--- src/hw/rtl/hmf_pkg.sv ---
`default_nettype none

package hmf_pkg;

  localparam int COUNT_BITS_DEF = 24;
  localparam int LEN_BITS_DEF   = 32;
  localparam int CMP_BITS       = 32;

  localparam int QUEUE_DEPTH    = 4;

  localparam int APB_ADDR_BITS  = 3;
  localparam logic REG_MAX_MESSAGE_BYTES = 1'b0;
  localparam logic [23:0] MAX_BYTES_RESET = 24'd65536;

  localparam logic KIND_BYTE  = 1'b0;
  localparam logic KIND_CLOSE = 1'b1;

  localparam logic [3:0] NAME_LEN = 4'd14;

  localparam logic [7:0] CHAR_NL    = 8'h0a;
  localparam logic [7:0] CHAR_CR    = 8'h0d;
  localparam logic [7:0] CHAR_COLON = 8'h3a;
  localparam logic [7:0] CHAR_SPACE = 8'h20;
  localparam logic [7:0] CHAR_TAB   = 8'h09;
  localparam logic [7:0] CHAR_VT    = 8'h0b;
  localparam logic [7:0] CHAR_FF    = 8'h0c;
  localparam logic [7:0] CHAR_PLUS  = 8'h2b;
  localparam logic [7:0] CHAR_MINUS = 8'h2d;
  localparam logic [7:0] CHAR_ZERO  = 8'h30;
  localparam logic [7:0] CHAR_NINE  = 8'h39;
  localparam logic [7:0] CHAR_UPPER_A = 8'h41;
  localparam logic [7:0] CHAR_UPPER_Z = 8'h5a;
  localparam logic [7:0] CASE_OFFSET  = 8'h20;

  typedef enum logic [2:0] {
    PH_NAME,
    PH_COLON,
    PH_SPACE,
    PH_DIGITS,
    PH_DONE
  } phase_t;

  // A classified item as it waits between the front and the back.
  typedef struct packed {
    logic       kind;
    logic [7:0] data;
    logic [7:0] lower;
    logic       is_nl;
    logic       is_cr;
    logic       is_colon;
    logic       is_space;
    logic       is_digit;
    logic       is_plus;
    logic       is_minus;
  } item_t;

  typedef struct packed {
    logic        valid;
    logic        full;
  } queue_status_t;

  typedef struct packed {
    logic        overflow;
    logic        length_invalid;
    logic [23:0] message_length;
    logic [31:0] content_length;
    logic [23:0] header_length;
    logic        message_end;
    logic        header_end;
    logic        in_header;
    logic [7:0]  out_byte;
  } result_t;

  function automatic logic [7:0] name_char(input logic [3:0] idx);
    logic [7:0] c;
    unique case (idx)
      4'd0:    c = 8'h63; // c
      4'd1:    c = 8'h6f; // o
      4'd2:    c = 8'h6e; // n
      4'd3:    c = 8'h74; // t
      4'd4:    c = 8'h65; // e
      4'd5:    c = 8'h6e; // n
      4'd6:    c = 8'h74; // t
      4'd7:    c = 8'h2d; // -
      4'd8:    c = 8'h6c; // l
      4'd9:    c = 8'h65; // e
      4'd10:   c = 8'h6e; // n
      4'd11:   c = 8'h67; // g
      4'd12:   c = 8'h74; // t
      4'd13:   c = 8'h68; // h
      default: c = 8'h00;
    endcase
    return c;
  endfunction

endpackage

`default_nettype wire

--- src/hw/rtl/hmf_front.sv ---
`default_nettype none

module hmf_front
  import hmf_pkg::*;
(
  input  wire logic          s_tvalid,
  output logic               s_tready,
  input  wire logic [7:0]    s_tdata,  // data_byte
  input  wire logic          s_tuser,  // kind
  input  wire queue_status_t q_status,
  output logic               push,
  output item_t              push_item
);

  logic [7:0] b;

  assign b        = s_tdata;
  assign s_tready = !q_status.full;
  assign push     = s_tvalid && !q_status.full;

  always_comb begin
    push_item.kind     = s_tuser;
    push_item.data     = b;
    push_item.lower    = (b >= CHAR_UPPER_A && b <= CHAR_UPPER_Z) ? b + CASE_OFFSET : b;
    push_item.is_nl    = (b == CHAR_NL);
    push_item.is_cr    = (b == CHAR_CR);
    push_item.is_colon = (b == CHAR_COLON);
    push_item.is_space = (b == CHAR_SPACE) || (b == CHAR_TAB) || (b == CHAR_NL) ||
                         (b == CHAR_VT) || (b == CHAR_FF) || (b == CHAR_CR);
    push_item.is_digit = (b >= CHAR_ZERO) && (b <= CHAR_NINE);
    push_item.is_plus  = (b == CHAR_PLUS);
    push_item.is_minus = (b == CHAR_MINUS);
  end

endmodule

`default_nettype wire

--- src/hw/rtl/hmf_queue.sv ---
`default_nettype none

module hmf_queue
  import hmf_pkg::*;
(
  input  wire logic  clk,
  input  wire logic  rst,
  input  wire logic  push,
  input  wire item_t push_item,
  input  wire logic  pop,
  output item_t      head,
  output queue_status_t status
);

  localparam int PTR_BITS = (QUEUE_DEPTH > 1) ? $clog2(QUEUE_DEPTH) : 1;
  localparam int CNT_BITS = $clog2(QUEUE_DEPTH + 1);
  localparam logic [PTR_BITS-1:0] LAST_PTR = PTR_BITS'(QUEUE_DEPTH - 1);
  localparam logic [CNT_BITS-1:0] FULL_CNT = CNT_BITS'(QUEUE_DEPTH);

  item_t               entries [QUEUE_DEPTH];
  logic [PTR_BITS-1:0] wr_ptr;
  logic [PTR_BITS-1:0] rd_ptr;
  logic [CNT_BITS-1:0] count;

  assign head         = entries[rd_ptr];
  assign status.valid = (count != '0);
  assign status.full  = (count == FULL_CNT);

  always_ff @(posedge clk) begin
    if (push) begin
      entries[wr_ptr] <= push_item;
    end
  end

  always_ff @(posedge clk) begin
    if (rst) begin
      wr_ptr <= '0;
      rd_ptr <= '0;
      count  <= '0;
    end else begin
      if (push) begin
        wr_ptr <= (wr_ptr == LAST_PTR) ? '0 : wr_ptr + 1'b1;
      end
      if (pop) begin
        rd_ptr <= (rd_ptr == LAST_PTR) ? '0 : rd_ptr + 1'b1;
      end
      unique case ({push, pop})
        2'b10:   count <= count + 1'b1;
        2'b01:   count <= count - 1'b1;
        default: count <= count;
      endcase
    end
  end

  assert property (@(posedge clk) disable iff (rst) count <= FULL_CNT)
    else $error("queue count beyond its depth");
  assert property (@(posedge clk) disable iff (rst)
                   (push && !pop) |=> count == $past(count) + 1'b1)
    else $error("queue count missed a push");
  assert property (@(posedge clk) disable iff (rst)
                   (pop && !push) |=> count == $past(count) - 1'b1)
    else $error("queue count missed a pop");

endmodule

`default_nettype wire

--- src/hw/rtl/hmf_back.sv ---
`default_nettype none

module hmf_back
  import hmf_pkg::*;
#(
  parameter int COUNT_BITS = COUNT_BITS_DEF,
  parameter int LEN_BITS   = LEN_BITS_DEF
) (
  input  wire logic          clk,
  input  wire logic          rst,
  input  wire logic [23:0]   max_message_bytes,
  input  wire queue_status_t q_status,
  input  wire item_t         head,
  output logic               pop,
  output logic               m_tvalid,
  input  wire logic          m_tready,
  output result_t            result
);

  localparam logic [COUNT_BITS-1:0] COUNT_MAX = {COUNT_BITS{1'b1}};
  localparam logic [LEN_BITS-1:0]   LEN_MAX   = {LEN_BITS{1'b1}};

  logic                  prev_newline, prev_newline_next;
  logic                  header_found, header_found_next;
  logic                  at_line_start, at_line_start_next;
  logic [3:0]            match_pos, match_pos_next;
  phase_t                length_phase, length_phase_next;
  logic [LEN_BITS-1:0]   length_value, length_value_next;
  logic                  length_negative, length_negative_next;
  logic [COUNT_BITS-1:0] header_count, header_count_next;
  logic [COUNT_BITS-1:0] byte_count, byte_count_next;

  logic [COUNT_BITS-1:0] count_inc;
  logic [COUNT_BITS-1:0] body_count;
  logic [LEN_BITS+3:0]   digit_sum;
  logic [LEN_BITS-1:0]   digit_value;
  logic                  header_done;
  logic                  complete;
  logic                  clear;
  result_t               res;

  assign pop       = q_status.valid && (!m_tvalid || m_tready);
  assign count_inc = (byte_count != COUNT_MAX) ? byte_count + 1'b1 : byte_count;
  assign body_count = count_inc - header_count;

  // Times ten as two shifts and an add, saturated to the length width.
  assign digit_sum = {length_value, 3'b000} + {2'b00, length_value, 1'b0} +
                     (LEN_BITS+4)'(head.data[3:0]);
  assign digit_value = (digit_sum > (LEN_BITS+4)'(LEN_MAX)) ? LEN_MAX
                                                            : LEN_BITS'(digit_sum);

  always_comb begin
    prev_newline_next    = prev_newline;
    header_found_next    = header_found;
    at_line_start_next   = at_line_start;
    match_pos_next       = match_pos;
    length_phase_next    = length_phase;
    length_value_next    = length_value;
    length_negative_next = length_negative;
    header_count_next    = header_count;
    byte_count_next      = byte_count;
    header_done          = 1'b0;
    complete             = 1'b0;
    clear                = 1'b0;
    res                  = '0;

    if (pop) begin
      if (head.kind == KIND_CLOSE) begin
        clear = 1'b1;
      end else begin
        res.out_byte    = head.data;
        byte_count_next = count_inc;
        if (!header_found) begin
          res.in_header = 1'b1;
          unique case (length_phase)
            PH_NAME: begin
              if (at_line_start) begin
                if (match_pos < NAME_LEN && head.lower == name_char(match_pos)) begin
                  match_pos_next = match_pos + 1'b1;
                  if (match_pos == NAME_LEN - 1'b1) begin
                    length_phase_next = PH_COLON;
                  end
                end else begin
                  at_line_start_next = 1'b0;
                end
              end
              if (head.is_nl) begin
                at_line_start_next = 1'b1;
                match_pos_next     = '0;
              end
            end
            PH_COLON: begin
              if (head.is_colon) begin
                length_phase_next = PH_SPACE;
              end
            end
            PH_SPACE: begin
              priority if (head.is_space) begin
                length_phase_next = PH_SPACE;
              end else if (head.is_plus || head.is_minus) begin
                length_negative_next = head.is_minus;
                length_phase_next    = PH_DIGITS;
              end else if (head.is_digit) begin
                length_value_next = digit_value;
                length_phase_next = PH_DIGITS;
              end else begin
                length_phase_next = PH_DONE;
              end
            end
            PH_DIGITS: begin
              if (head.is_digit) begin
                length_value_next = digit_value;
              end else begin
                length_phase_next = PH_DONE;
              end
            end
            PH_DONE: begin
              length_phase_next = PH_DONE;
            end
            default: begin
              length_phase_next = length_phase;
            end
          endcase

          header_done = head.is_nl && prev_newline;
          if (head.is_nl) begin
            prev_newline_next = 1'b1;
          end else if (!head.is_cr) begin
            prev_newline_next = 1'b0;
          end

          if (header_done) begin
            res.header_end    = 1'b1;
            header_found_next = 1'b1;
            header_count_next = count_inc;
            if (length_negative_next) begin
              length_value_next = '0;
            end
            complete = (length_value_next == '0);
          end
        end else begin
          complete = CMP_BITS'(body_count) >= CMP_BITS'(length_value);
        end

        if (complete) begin
          res.message_end    = 1'b1;
          res.header_length  = 24'(header_count_next);
          res.content_length = 32'(length_value_next);
          res.message_length = 24'(count_inc);
          res.length_invalid = length_negative_next;
          clear              = 1'b1;
        end else if (CMP_BITS'(count_inc) >= CMP_BITS'(max_message_bytes) ||
                     count_inc == COUNT_MAX) begin
          res.overflow = 1'b1;
          clear        = 1'b1;
        end
      end
    end

    if (clear) begin
      prev_newline_next    = 1'b0;
      header_found_next    = 1'b0;
      at_line_start_next   = 1'b1;
      match_pos_next       = '0;
      length_phase_next    = PH_NAME;
      length_value_next    = '0;
      length_negative_next = 1'b0;
      header_count_next    = '0;
      byte_count_next      = '0;
    end
  end

  always_ff @(posedge clk) begin
    if (rst) begin
      prev_newline    <= 1'b0;
      header_found    <= 1'b0;
      at_line_start   <= 1'b1;
      match_pos       <= '0;
      length_phase    <= PH_NAME;
      length_value    <= '0;
      length_negative <= 1'b0;
      header_count    <= '0;
      byte_count      <= '0;
      m_tvalid        <= 1'b0;
    end else begin
      prev_newline    <= prev_newline_next;
      header_found    <= header_found_next;
      at_line_start   <= at_line_start_next;
      match_pos       <= match_pos_next;
      length_phase    <= length_phase_next;
      length_value    <= length_value_next;
      length_negative <= length_negative_next;
      header_count    <= header_count_next;
      byte_count      <= byte_count_next;
      if (pop) begin
        m_tvalid <= 1'b1;
      end else if (m_tready) begin
        m_tvalid <= 1'b0;
      end
    end
  end

  always_ff @(posedge clk) begin
    if (pop) begin
      result <= res;
    end
  end

  assert property (@(posedge clk) disable iff (rst)
                   m_tvalid |-> !(result.message_end && result.overflow))
    else $error("message end and overflow on the same item");
  assert property (@(posedge clk) disable iff (rst)
                   (m_tvalid && result.header_end) |-> result.in_header)
    else $error("header end outside the header");
  assert property (@(posedge clk) disable iff (rst)
                   header_found |-> (!length_negative && length_value != '0))
    else $error("body phase entered without a positive length");
  assert property (@(posedge clk) disable iff (rst)
                   (m_tvalid && !m_tready) |=> m_tvalid && $stable(result))
    else $error("stalled result changed");

endmodule

`default_nettype wire

--- src/hw/rtl/http_message_framer.sv ---
// HTTP message framer: splits a received TCP byte stream into messages.
// The input stream carries one item per received byte (s_tuser = 0) or a
// close/receive-error marker (s_tuser = 1). Every input item produces
// exactly one output item: the byte itself with in_header and header_end
// flags, and on the byte that completes a message m_tlast high together
// with the header, content and message lengths. overflow marks a byte at
// which the size limit was reached and the partial message was dropped.
// The APB port holds max_message_bytes at address 0 (reset value 65536).
// An accepted item is first written into the four-entry queue by the
// accepting edge; when it reaches the head of the queue and is popped, the
// popping edge carries it through the parser into the output register.
// Sustained throughput is one item per cycle while the receiver does not
// stall, set by the parser update in the back end. When the receiver
// stalls, the output item is held, the queue absorbs up to four more
// items and then s_tready falls. Synchronous reset empties the queue and
// the output register, clears the parser and reloads max_message_bytes.
`default_nettype none

module http_message_framer
  import hmf_pkg::*;
#(
  parameter int COUNT_BITS = COUNT_BITS_DEF,
  parameter int LEN_BITS   = LEN_BITS_DEF
) (
  input  wire logic                     clk,
  input  wire logic                     rst,
  input  wire logic                     s_tvalid,
  output logic                          s_tready,
  input  wire logic [7:0]               s_tdata,  // data_byte
  input  wire logic                     s_tuser,  // kind
  output logic                          m_tvalid,
  input  wire logic                     m_tready,
  // out_byte [7:0], header_length [31:8], content_length [63:32],
  // message_length [87:64]
  output logic [87:0]                   m_tdata,
  // in_header [0], header_end [1], length_invalid [2], overflow [3]
  output logic [3:0]                    m_tuser,
  output logic                          m_tlast,  // message_end
  input  wire logic                     psel,
  input  wire logic                     penable,
  input  wire logic                     pwrite,
  input  wire logic [APB_ADDR_BITS-1:0] paddr,
  input  wire logic [31:0]              pwdata,
  output logic [31:0]                   prdata,
  output logic                          pready
);

  logic [23:0]   max_message_bytes;
  logic          push;
  item_t         push_item;
  logic          pop;
  item_t         head;
  queue_status_t q_status;
  result_t       result;

  assign pready = 1'b1;
  assign prdata = (paddr[2] == REG_MAX_MESSAGE_BYTES) ? {8'h00, max_message_bytes} : 32'h0;

  always_ff @(posedge clk) begin
    if (rst) begin
      max_message_bytes <= MAX_BYTES_RESET;
    end else if (psel && penable && pwrite && pready &&
                 paddr[2] == REG_MAX_MESSAGE_BYTES) begin
      max_message_bytes <= pwdata[23:0];
    end
  end

  hmf_front u_front (
    .s_tvalid  (s_tvalid),
    .s_tready  (s_tready),
    .s_tdata   (s_tdata),
    .s_tuser   (s_tuser),
    .q_status  (q_status),
    .push      (push),
    .push_item (push_item)
  );

  hmf_queue u_queue (
    .clk       (clk),
    .rst       (rst),
    .push      (push),
    .push_item (push_item),
    .pop       (pop),
    .head      (head),
    .status    (q_status)
  );

  hmf_back #(
    .COUNT_BITS (COUNT_BITS),
    .LEN_BITS   (LEN_BITS)
  ) u_back (
    .clk               (clk),
    .rst               (rst),
    .max_message_bytes (max_message_bytes),
    .q_status          (q_status),
    .head              (head),
    .pop               (pop),
    .m_tvalid          (m_tvalid),
    .m_tready          (m_tready),
    .result            (result)
  );

  assign m_tdata = {result.message_length, result.content_length,
                    result.header_length, result.out_byte};
  assign m_tuser = {result.overflow, result.length_invalid,
                    result.header_end, result.in_header};
  assign m_tlast = result.message_end;

endmodule

`default_nettype wire
--- config.mk ---
export PLATFORM = sky130hd
export DESIGN_NAME = http_message_framer
export DESIGN_NICKNAME = d
export VERILOG_FILES = /design/src/hw/rtl/hmf_pkg.sv /design/src/hw/rtl/hmf_front.sv /design/src/hw/rtl/hmf_queue.sv /design/src/hw/rtl/hmf_back.sv /design/src/hw/rtl/http_message_framer.sv
export SDC_FILE = /design/constraint.sdc
export NUM_CORES = 1
export LEC_CHECK = 0
export ABC_AREA = 1
export BUFFER_PORTS_ARGS = -buffer_cell sky130_fd_sc_hd__buf_4
export CORE_MARGIN = 4
export CORE_UTILIZATION = 60
export DETAILED_ROUTE_END_ITERATION = 16
export GPL_TIMING_DRIVEN = 1
export PLACE_DENSITY_LB_ADDON = 0.25
export SYNTH_ARGS = -nofsm -noshare
export SYNTH_HDL_FRONTEND = slang
export SYNTH_SLANG_ARGS = --single-unit
--- constraint.sdc ---
create_clock -name clk -period 16.6 [get_ports clk]
set_clock_uncertainty 0.15 [all_clocks]
set_input_delay 3.32 -clock clk [delete_from_list [all_inputs] [get_ports clk]]
set_output_delay 3.32 -clock clk [all_outputs]
set_load 0.005 [all_outputs]
* Yosys cells after proc, flatten, opt, wreduce, memory -nomap -nowiden
Memories as Yosys holds them, arrays and structs flattened. A register that Yosys moved wholly into a read port is not among the register bits. Index checks and enable logic that the tools add are counted.
Word-level totals: register bits after elaboration 216, latch bits 0, RAM bits 96, memory bits (read-only) 112, bits of input ports 51, output and inout port bits 128, logic and storage cells 180, memories 2
Operators by class: $add $sub $neg 10, multipliers 0, divide/modulo/power cells 0, order comparisons 8, eq/ne operators 28, shift-type cells 0, muxes and demuxes 69, bitwise gates (word level) 4, reductions and logical operators 36
Memory list:
- (no name shown) | words 16, width 7, rd ports 1, clocked after Yosys merged registers in 1, wr ports 0, line hmf_pkg.sv:76 | unique case (idx)
- u_queue.entries | words 4, width 24, rd ports 1, clocked after Yosys merged registers in 1, wr ports 1, line hmf_queue.sv:20 | item_t entries [QUEUE_DEPTH];
Operators with widths (count):
- $mux 32 | 11
- $mux 24 | 4
- $pmux 32 s2 | 1
- $mux 8 | 6
- $eq 8x4->1 const B | 5
- $add 35x33->36 | 1
- $add 36x4->36 | 1
- $gt 36x32->1 const B | 1
- $eq 8x6->1 const B | 4
- $ge 24x32->1 | 1
- $logic_not 32->1 | 1
- $mux 1 | 28
- $add 24x1->24 const B | 1
- $eq 24x24->1 const B | 1
- $ge 24x24->1 | 1
- $mux 3 | 8
- $ne 24x24->1 const B | 1
- $sub 24x24->24 | 1
- $mux 4 | 5
- $pmux 3 s5 | 1
- $logic_and 1x1->1 | 9
- $reduce_and 9->1 | 1
- $add 8x6->8 const B | 1
- $eq 8x8->1 | 1
- 30 further kinds | 60

* Logic depth before layout (Yosys ltp)
Gate-level depths: netlist of the first run.
depth after elaboration 23, mapped depth 48

* Modules after synthesis
A second synthesis of the first run with hierarchy kept.
Unflattened totals: cells, all modules 2933, area total of the unflattened synthesis 21745.9 µm²
Modules (own cells, without submodules):
- hmf_back | times used 1, cells each 2336, area an instance 15692.6 µm²
- hmf_queue | times used 1, cells each 293, area an instance 4191.5 µm²
- http_message_framer | times used 1, cells each 220, area an instance 1406.3 µm²
- hmf_front | times used 1, cells each 84, area an instance 455.4 µm²

* Worst setup path before layout of the first run
Ideal clock, no wire load.
path kind input-to-reg, start point input m_tready, end point register (tool-made name), library setup time 0.115 ns, arrival 10.823 ns, setup slack 5.512 ns, stages 16, path through nor2_1 -> a31oi_1 -> inv_1 -> nor2_1 -> clkinv_1 -> nor2_1 -> nand2_1 -> nand2_1 -> o21a_1 -> inv_1 -> nor2_1 -> inv_1 -> ha_1 -> nand4_1 -> nand3_1 -> nand2_1
RTL lines:
- from (decl) | line http_message_framer.sv:32 | input wire logic m_tready,

==> results of run 1 <==
-- routing by layer --
metal / vias to the layer above / share of wire / global-route usage
met3: 153 / 0.084 / 0.0395
met4: 0 / 0.046 / 0.123
met2: 762 / 0.44 / 0.466
li1: 8598 / - / -
met1: 8021 / 0.43 / 0.403
met5: - / 0 / 0
-- flip-flops by register name, indices dropped and copies added, names as in the netlist, named ones only --
register and count:
u_back.result 93, u_queue.entries 76, u_back.length_value 32, max_message_bytes 24
u_back.byte_count 24, u_back.header_count 24, u_back.match_pos 4, u_back.length_phase 3
u_queue.count 3, u_queue.rd_ptr 2, u_queue.wr_ptr 2, u_back.at_line_start 1
u_back.header_found 1, u_back.length_negative 1, u_back.m_tvalid 1, u_back.prev_newline 1
-- area by class of cell --
cell class / count / area, um^2
repair buffers: 180 / 1350
flip-flops and latches: 301 / 7720
fillers: 2625 / 9740
clock buffers: 35 / 791
clock inverters: 23 / 322
inverters: 325 / 1220
well taps: 402 / 503
multi-input cells: 1815 / 9830
-- Yosys cell counts, types with 24 or more instances --
library cell    n
clkbuf_1       54
edfxtp_1      169
nand3_1       122
a21oi_1       233
inv_1         315
or2_2          25
nor3_1         27
a211oi_1       24
o21ai_0       104
nand4_1        35
nor2_1        265
nand2_1       615
xor2_1         47
dfxtp_1       132
ha_1          151
-- worst min-delay path by stage --
stage / slack [ns] / cells past startpoint / to
floorplan: 0.27 / 2 / u_back.at_line_start
global placement: 0.28 / 2 / u_back.at_line_start
detailed placement: 0.30 / 2 / u_back.at_line_start
CTS: 0.31 / 2 / u_back.at_line_start
global route: 0.33 / 2 / u_back.header_count[6]
finish: 0.31 / 2 / u_back.at_line_start
-- power breakdown --
part	total [W]	switching, W	internal (W)
Clock	0.000760	0.000306	0.000455
Combinational	0.00183	0.00114	0.000690
Sequential	0.00107	0.0000702	0.00100
-- stage by stage --
step / area [um^2] / worst slack [ns]
floorplan: 19200 / 5.51
finish: 21700 / 7.66
global placement: 20600 / 8.18
global route: 21700 / 6.91
detailed placement: 20600 / 7.93
CTS: 21700 / 7.78
-- worst register-to-register path, delay by kind of cell (launching register included) --
| family | cells | cell delay, ns |
|---|---|---|
| buffers and inverters | 5 | 0.79 |
| AND/OR/NAND/NOR | 27 | 4.17 |
| adder cells (fa/ha/maj) | 4 | 1.17 |
| AO/OA/AOI/OAI | 9 | 1.99 |
| flip-flops | 1 | 0.39 |
| XOR/XNOR | 1 | 0.16 |
-- cells by family after synthesis --
family                   count (synthesis)  share of synthesized area
flip-flops                             301                      0.404
AND/OR/NAND/NOR                       1128                      0.247
other                                    2                   0.000393
multiplexers                             1                   0.000524
AO/OA/AOI/OAI                          449                      0.129
adder cells (fa/ha/maj)                155                      0.103
buffers and inverters                  416                     0.0858
XOR/XNOR                                65                     0.0298
==> metrics.md, run 1 <==
| Metric | Value |
|---|---|
| Crit path from | u_back.byte_count[0] |
| Cts hold-fix bufs | 0 |
| Global route overflow | 0 |
| Worst skew pair latency | 0.57 ns |
| Reg2reg setup slack | 7.66 ns |
| Distinct cells, synth | 53 |
| CP most frequent cell | nand2_1 |
| First-pass GRT wire length | 84.5 mm |
| Crit path max-delay family | simple AND/OR/NAND/NOR gates |
| WP data required | 16.91 ns |
| # diodes | 0 |
| Largest net degree at the start of global routing | 92 |
| GPL Wtd Cong | 0.993 |
| CP Max Fanout | 91 |
| Area contributors post-synth | edfxtp_1 27%, dfxtp_1 14%, nand2_1 12% |
| Layout Utilization | 0.691 |
| CTS Buffer Depth | 3 |
| Die Width | 186 um |
| Worst min-delay path class | register to register |
| Row Count | 65 |
| Clock transition at the registers of the reported paths | 0.07 ns |
| Mapped Cells | 2,517 |
| Most common cell after layout, fill and taps aside | nand2_1 |
| Initial drt markers | 1,745 |
| DR pass1 iterations | 5 |
| #FFs+latches synth | 301 |
| Post-route insts no fill | 3,081 |
| Share of cells above drive strength 1 | 0.108 |
| Path type of the worst setup path | register to register |
| Drt wl/cell | 17.0 um |
| Tmin final | 8.94 ns |
| Net count, final | 2,860 |
| Worst path bufs/invs | 5 |
| Start of the worst register-to-register path | u_back.byte_count[0] |
| Commonest cells after routing, fill and taps aside | 614 x nand2_1, 314 x inv_1, 264 x nor2_1, 233 x a21oi_1, 180 x buf_4 |
| Vias in the first global route | 16,773 |
| Synth Warn # | 0 |
| Die area | 34,800 um^2 |
| Slowest-stage cell, CP | nand2_4 |
| Initial Utilization | 0.607 |
| GR Util All Layers | 0.291 |
| Via count | 17,534 |
| Crit. End Element | register |
| Pins Over Slew Limit | 0 |
| Fmax | 112 MHz |
| Data arrival, critical path | 9.24 ns |
| Post-synth ARST share | 0 |
| Sink Count | 301 |
| # resized after CTS | 0 |
| Mapped Area | 19,100 um^2 |
| Routed Antenna Nets | 0 |
| Min-Delay Startpoint | u_back.at_line_start |
| DRT Wirelength | 52.4 mm |
| Final period util | 0.538 |
| Area Growth Syn to Fin | 13.8% |
| Die height | 186 um |
| CTS root buf | clkbuf_16 |
| Setup tns final | 0 ns |
| Crit path largest cell delay | 0.59 ns |
| DRC violations left | 0 |
| Pwr/cell area | 169 nW/um^2 |
| Total power | 0.00367 W |
| Synth top area share | 0.266 |
| Post-synth top area cell | edfxtp_1 |
| Post-synth EDFFs | 169 |
| # port buffers | 159 |
| Outcome | complete, no violations |
| Slew @ Worst Pin | 1.22 ns |
| Relative slew slack | 0.167 |
| Syn Area/Cell | 7.59 um^2 |
| CTS Buf Count | 31 |
| Main synth FF type | edfxtp_1 |
| Post-DP HPWL | 37.7 mm |
| Final hold viol count | 0 |
| Total I/O pin count | 179 |
| R2R cell count | 46 |
| H-Tree Depth | 1 |
| Max Cap Violations | 0 |
| Setup bufs post-CTS | 0 |
| Startpoint Class | register |
| Setup violators final | 0 |
| Unrepaired setup endpoints after global routing | false |
| Initial antenna violation count | 0 |
| Register area share after synthesis | 0.404 |
| Peak supply drop | 0.127 mV |
| Placed cell count | 3,023 |
| Pleak | 9.68 nW |
| Via density per instance | 5.69 |
| WHS | 0.306 ns |
| CP Depth | 46 |
| Core box area | 31,500 um^2 |
| TritonCTS clock tree | done |
No activity file was read; power rests on OpenSTA's default activity.
==> run 2: changes to the inputs <==
Settings changed: CORE_UTILIZATION 60 to 55.
Clock period 16.6 ns to 7.7 ns, I/O delays scaled along.
==> run 2 against run 1 <==
Worst hold slack improved by 0.0056 ns. Clock power rose by 120%. Setup slack got worse by 7.0 ns. Global-route usage fell by 2.1 points. Count of clock-buffer cells in the layout rose by 2.
==> metrics.md, run 2 (synthesized netlist as in run 1, its figures left out) <==
| Metric | Value |
|---|---|
| Reg2reg setup slack | 0.64 ns |
| Core box area | 33,900 um^2 |
| GR Util All Layers | 0.270 |
| H-Tree Depth | 2 |
| Global route overflow | 0 |
| Via count | 17,340 |
| DR pass1 iterations | 6 |
| Sink Count | 301 |
| Tmin final | 7.06 ns |
| TritonCTS clock tree | done |
| Min-Delay Startpoint | u_back.header_count[12] |
| Worst min-delay path class | register to register |
| Crit path largest cell delay | 0.43 ns |
| Area Growth Syn to Fin | 15.3% |
| Routed Antenna Nets | 0 |
| # diodes | 0 |
| First-pass GRT wire length | 84.7 mm |
| Path type of the worst setup path | register to register |
| Peak supply drop | 0.288 mV |
| Largest net degree at the start of global routing | 90 |
| CTS Buf Count | 34 |
| Data arrival, critical path | 7.34 ns |
| Post-DP HPWL | 38.7 mm |
| Share of cells above drive strength 1 | 0.117 |
| Largest registers | u_back.result x93, u_queue.entries x76, u_back.length_value x32 |
| Start of the worst register-to-register path | u_back.byte_count[0] |
| Fmax | 142 MHz |
| Die Width | 194 um |
| Crit. End Element | register |
| Row Count | 67 |
| Initial Utilization | 0.564 |
| CP Max Fanout | 10 |
| Die area | 37,800 um^2 |
| Max FFs per register | 93 |
| Relative slew slack | 0.227 |
| Total I/O pin count | 179 |
| WP data required | 7.98 ns |
| Slowest-stage cell, CP | fa_1 |
| # port buffers | 159 |
| Vias in the first global route | 16,515 |
| Min-Delay Path Depth | 2 |
| Die height | 194 um |
| Commonest cells after routing, fill and taps aside | 614 x nand2_1, 313 x inv_1, 261 x nor2_1, 233 x a21oi_1, 199 x buf_4 |
| DRT Wirelength | 52.7 mm |
| Setup tns final | 0 ns |
| WHS | 0.312 ns |
| Final hold viol count | 0 |
| Most common cell after layout, fill and taps aside | nand2_1 |
| CTS Buffer Depth | 3 |
| CTS root buf | clkbuf_16 |
| Initial antenna violation count | 0 |
| Setup bufs post-CTS | 0 |
| Crit path max-delay family | simple AND/OR/NAND/NOR gates |
| Pwr/cell area | 362 nW/um^2 |
| Unrepaired setup endpoints after global routing | false |
| Worst path bufs/invs | 5 |
| Outcome | complete, no violations |
| R2R cell count | 42 |
| Slew @ Worst Pin | 1.13 ns |
| Pleak | 9.82 nW |
| Final period util | 0.917 |
| Drt wl/cell | 16.7 um |
| Startpoint Class | register |
| Setup violators final | 0 |
| Max Cap Violations | 0 |
| Net count, final | 2,883 |
| Worst skew pair latency | 0.53 ns |
| Via density per instance | 5.50 |
| GPL Wtd Cong | 0.964 |
| Pins Over Slew Limit | 0 |
| CP most frequent cell | nand2_1 |
| Biggest register | u_back.result |
| DRC violations left | 0 |
| Hold endpoint | u_back.header_count[12] |
| Layout fillers | 2,957 |
| Cts hold-fix bufs | 0 |
| Initial drt markers | 1,512 |
| Clock transition at the registers of the reported paths | 0.06 ns |
[run 2: layout make-up]
type	instances	area [um^2]	area share
clock buffers	37	862	0.0391
clock inverters	25	307	0.0139
inverters	325	1220	0.0554
multi-input cells	1815	9860	0.448
flip-flops and latches	301	7720	0.350
well taps	448	561	0.0254
repair buffers	200	1510	0.0683
[run 2: worst register-to-register path: cells and delay by family, from the launching register on]
family	cells	cell delay, ns
fa+ha+maj	4	1.26
xor+xnor	1	0.12
flops	1	0.39
compound gates	11	1.94
simple gates	21	2.61
buf+inv	5	0.50
[run 2: repair_timing]
action | in CTS | in global routing
endpoints found under the setup margin | 0 | 141
hold endpoints to repair | 0 | 0
resized for setup | 0 | 10
[run 2: stage by stage]
| stage | area (um^2) | cells | total power (W) | worst slack, ns | util |
|---|---|---|---|---|---|
| final | 22000 | 3151 | 0.00797 | 0.642 | 0.651 |
| after global routing | 22000 | 3151 | 0.00860 | 0.000834 | 0.651 |
| after detailed placement | 20800 | 3089 | 0.00626 | 0.353 | 0.615 |
| after CTS | 22000 | 3151 | 0.00796 | 0.309 | 0.650 |
| after floorplan | 19200 | 2532 | 0.00496 | 0.623 | - |
| after global placement | 20800 | 3089 | 0.00608 | 0.491 | 0.615 |
[run 2: how the worst max path moves through the flow]
stage | start | to | slack, ns | cells past startpoint
final | u_back.byte_count[0] | register | 0.64 | 42
after global routing | u_back.byte_count[0] | register | 0.0008 | 46
after CTS | u_back.byte_count[0] | register | 0.31 | 46
after detailed placement | u_back.byte_count[0] | register | 0.35 | 46
after global placement | u_back.byte_count[0] | register | 0.49 | 46
after floorplan | m_tready | register | 0.62 | 16
[run 2: routing by layer]
metal  GRT usage  vias to the layer above  share of wire
met4      0.0883                        0          0.035
li1            -                     8629              -
met2       0.442                      664           0.45
met1       0.370                     7920           0.43
met3      0.0440                      127          0.079
met5           0                        -              0
[run 2: where the power goes]
group | internal [W] | switching, W | total [W]
Sequential | 0.00216 | 0.000135 | 0.00230
Clock | 0.000996 | 0.000689 | 0.00169
Combinational | 0.00152 | 0.00246 | 0.00398
==> run 3: changes to the inputs <==
Settings changed: CORE_UTILIZATION 55 to 56, SYNTH_HIERARCHICAL set to 1.
==> run 3 against run 2 <==
Maximum frequency rose by 1.6%. Wire length rose by 13%. Synthesized area rose by 14%. Largest cell class unchanged. Sequential power rose by 5%.
==> metrics.md, run 3 <==
| Metric | Value |
|---|---|
| Die area | 42,000 um^2 |
| Setup violators final | 0 |
| DRC violations left | 0 |
| Layout fillers | 3,365 |
| Core box area | 38,000 um^2 |
| Post-Synth Simple-Gate Area | 0.286 |
| Sw Share | 0.431 |
| Relative slew slack | 0.218 |
| Net load switching power | 0.00360 W |
| Post-synth EDFFs | 189 |
| Gate power share | 0.513 |
| Final period util | 0.902 |
| Global route overflow | 0 |
| Share of cells above drive strength 1 | 0.138 |
| Vias in the first global route | 18,527 |
| Main synth FF type | edfxtp_1 |
| Post-synth ARST share | 0 |
| TritonCTS clock tree | done |
| Slowest-stage cell, CP | a21oi_1 |
| Pint | 0.00475 W |
| Largest family of logic cells by synthesized area | simple AND/OR/NAND/NOR gates |
| Sink Count | 321 |
| Data arrival, critical path | 7.24 ns |
| Synth top area share | 0.261 |
| Complex-gate fraction of the synthesized area | 0.109 |
| Worst path bufs/invs | 2 |
| First-pass GRT wire length | 94.6 mm |
| Initial Utilization | 0.572 |
| DRT Wirelength | 59.5 mm |
| Clock transition at the registers of the reported paths | 0.06 ns |
| Clock power share | 0.197 |
| Distinct cells, synth | 57 |
| Max FFs per register | 96 |
| Initial drt markers | 1,562 |
| Peak supply drop | 0.299 mV |
| Synth Area in XOR/XNOR | 0.0246 |
| # resized after CTS | 0 |
| Mapped Cells | 2,933 |
| Min-Delay Startpoint | u_back/header_count[7] |
| CTS root buf | clkbuf_16 |
| Cell Area, Placed | 23,200 um^2 |
| Final hold viol count | 0 |
| Post-synth top area cell | edfxtp_1 |
| Net count, final | 3,260 |
| Most common cell in the netlist | nand2_1 |
| Post-synthesis adder-cell area fraction | 0.0906 |
| Die height | 205 um |
| Area Growth Syn to Fin | 11.9% |
| Unrepaired setup endpoints after global routing | false |
| Die Width | 205 um |
| Crit. End Element | register |
| Post-DP HPWL | 43.6 mm |
| Setup bufs post-CTS | 0 |
| Path type of the worst setup path | register to register |
| Via count | 19,556 |
| Part of the power in registers | 0.290 |
| Crit path max-delay family | compound AO/OA/AOI/OAI gates |
| CP Max Fanout | 10 |
| DR pass1 iterations | 6 |
| Worst min-delay path class | register to register |
| Commonest cells after routing, fill and taps aside | 727 x nand2_1, 387 x inv_1, 359 x nor2_1, 192 x buf_4, 189 x edfxtp_1 |
| Pins Over Slew Limit | 0 |
| Setup tns final | 0 ns |
| Most common cell after layout, fill and taps aside | nand2_1 |
| CTS Buf Count | 36 |
| Drt wl/cell | 16.6 um |
| Initial antenna violation count | 0 |
| GR Util All Layers | 0.277 |
| Biggest register | u_queue/entries |
| Area contributors post-synth | edfxtp_1 26%, nand2_1 13%, dfxtp_1 12% |
| WP data required | 7.99 ns |
| Worst skew pair latency | 0.55 ns |
| Final instance area | 24,300 um^2 |
| Sequential Area | 8320 um^2 |
| Fmax | 144 MHz |
| Largest registers | u_queue/entries x96, u_back/result x93, u_back/length_value x32 |
| Crit path largest cell delay | 0.38 ns |
| Synth cell count leaders | 728 x nand2_1, 389 x inv_1, 362 x nor2_1 |
| Outcome | complete, no violations |
| Mapped Area | 21,700 um^2 |
| # port buffers | 159 |
| Cts hold-fix bufs | 0 |
| Synth Warn # | 6 |
| Crit path from | u_back/byte_count[0] |
| Routed Antenna Nets | 0 |
| H-Tree Depth | 2 |
| Mux cell area share after synthesis | 0 |
| CTS Buffer Depth | 3 |
| Startpoint Class | register |
| Largest net degree at the start of global routing | 112 |
| Total I/O pin count | 179 |
| Row Count | 71 |
| Syn Area/Cell | 7.41 um^2 |
| Pleak | 11.1 nW |
| # diodes | 0 |
| CP most frequent cell | o21ai_0 |
| Start of the worst register-to-register path | u_back/byte_count[0] |
| GPL Wtd Cong | 0.942 |
| Pwr/cell area | 343 nW/um^2 |
| Register area share after synthesis | 0.383 |
| Slew @ Worst Pin | 1.17 ns |
| Tmin final | 6.95 ns |
| Multi-input combinational cell area | 11,200 um^2 |
| Via density per instance | 5.44 |
| Max Cap Violations | 0 |
| #FFs+latches synth | 321 |
-- run 3: changes by cell type after synthesis, sizes merged, moves of 10 or more --
cell,change
inv,+96
buf,+34
a21oi,-40
nand3,+43
edfxtp,+20
o21ai,-15
nand2,+125
nor2,+137
a211oi,-10
o22ai,+29
-- run 3: layer usage --
layer,global-route usage,up-vias,wire [um]
met1,0.383,8967,25900
met3,0.0378,119,4390
met4,0.0923,0,1950
met2,0.452,746,27200
met5,0,-,0
li1,-,9724,-
-- run 3: area by class of cell --
cell class / instances / area share
inverter: 420 / 0.0649
timing repair buffer: 194 / 0.0609
multi-input combinational: 2081 / 0.460
tap: 511 / 0.0263
sequential: 321 / 0.342
clock inverter: 23 / 0.00771
clock buffer: 43 / 0.0385
-- run 3: final timing paths --
kind                                 end  cells after the start  slack [ns]
setup / recovery                register                     36        0.75
hold / removal    u_back/header_count[7]                      2        0.31
setup reg to reg                register                     36        0.75
hold reg to reg   u_back/header_count[7]                      2        0.31
-- run 3: metrics by stage --
stage / power, W / setup slack, ns / utilization / instances / hold WS, ns
after global routing: 0.00900 / 0.0730 / 0.640 / 3593 / 0.333
after floorplan: 0.00540 / 1.51 / - / 2947 / 0.291
after CTS: 0.00836 / 0.624 / 0.640 / 3593 / 0.314
after global placement: 0.00656 / 0.895 / 0.610 / 3527 / 0.298
after detailed placement: 0.00671 / 0.706 / 0.610 / 3527 / 0.305
final: 0.00835 / 0.753 / 0.640 / 3593 / 0.313
-- run 3: power groups by stage --
stage	clock [W]	combinational, W	sequential (W)
after floorplan	0	0.00294	0.00246
after global placement	0	0.00411	0.00245
after detailed placement	0	0.00425	0.00246
after CTS	0.00166	0.00427	0.00243
after global routing	0.00174	0.00480	0.00246
final	0.00164	0.00429	0.00242
-- run 3: kinds of logic after synthesis --
logic type                 count (synthesis)
AOI/OAI and AO/OA                        401
xor gates and xnor gates                  61
adders and majority gates                155
buffers and inverters                    545
DFF                                      321
other                                      3
and+or+nand+nor                         1447
-- run 3: tightest hold or removal path: stages (launching register included) --
cell     delay (ns)
dfxtp_1        0.31
nand2_1        0.06
a21oi_1        0.05
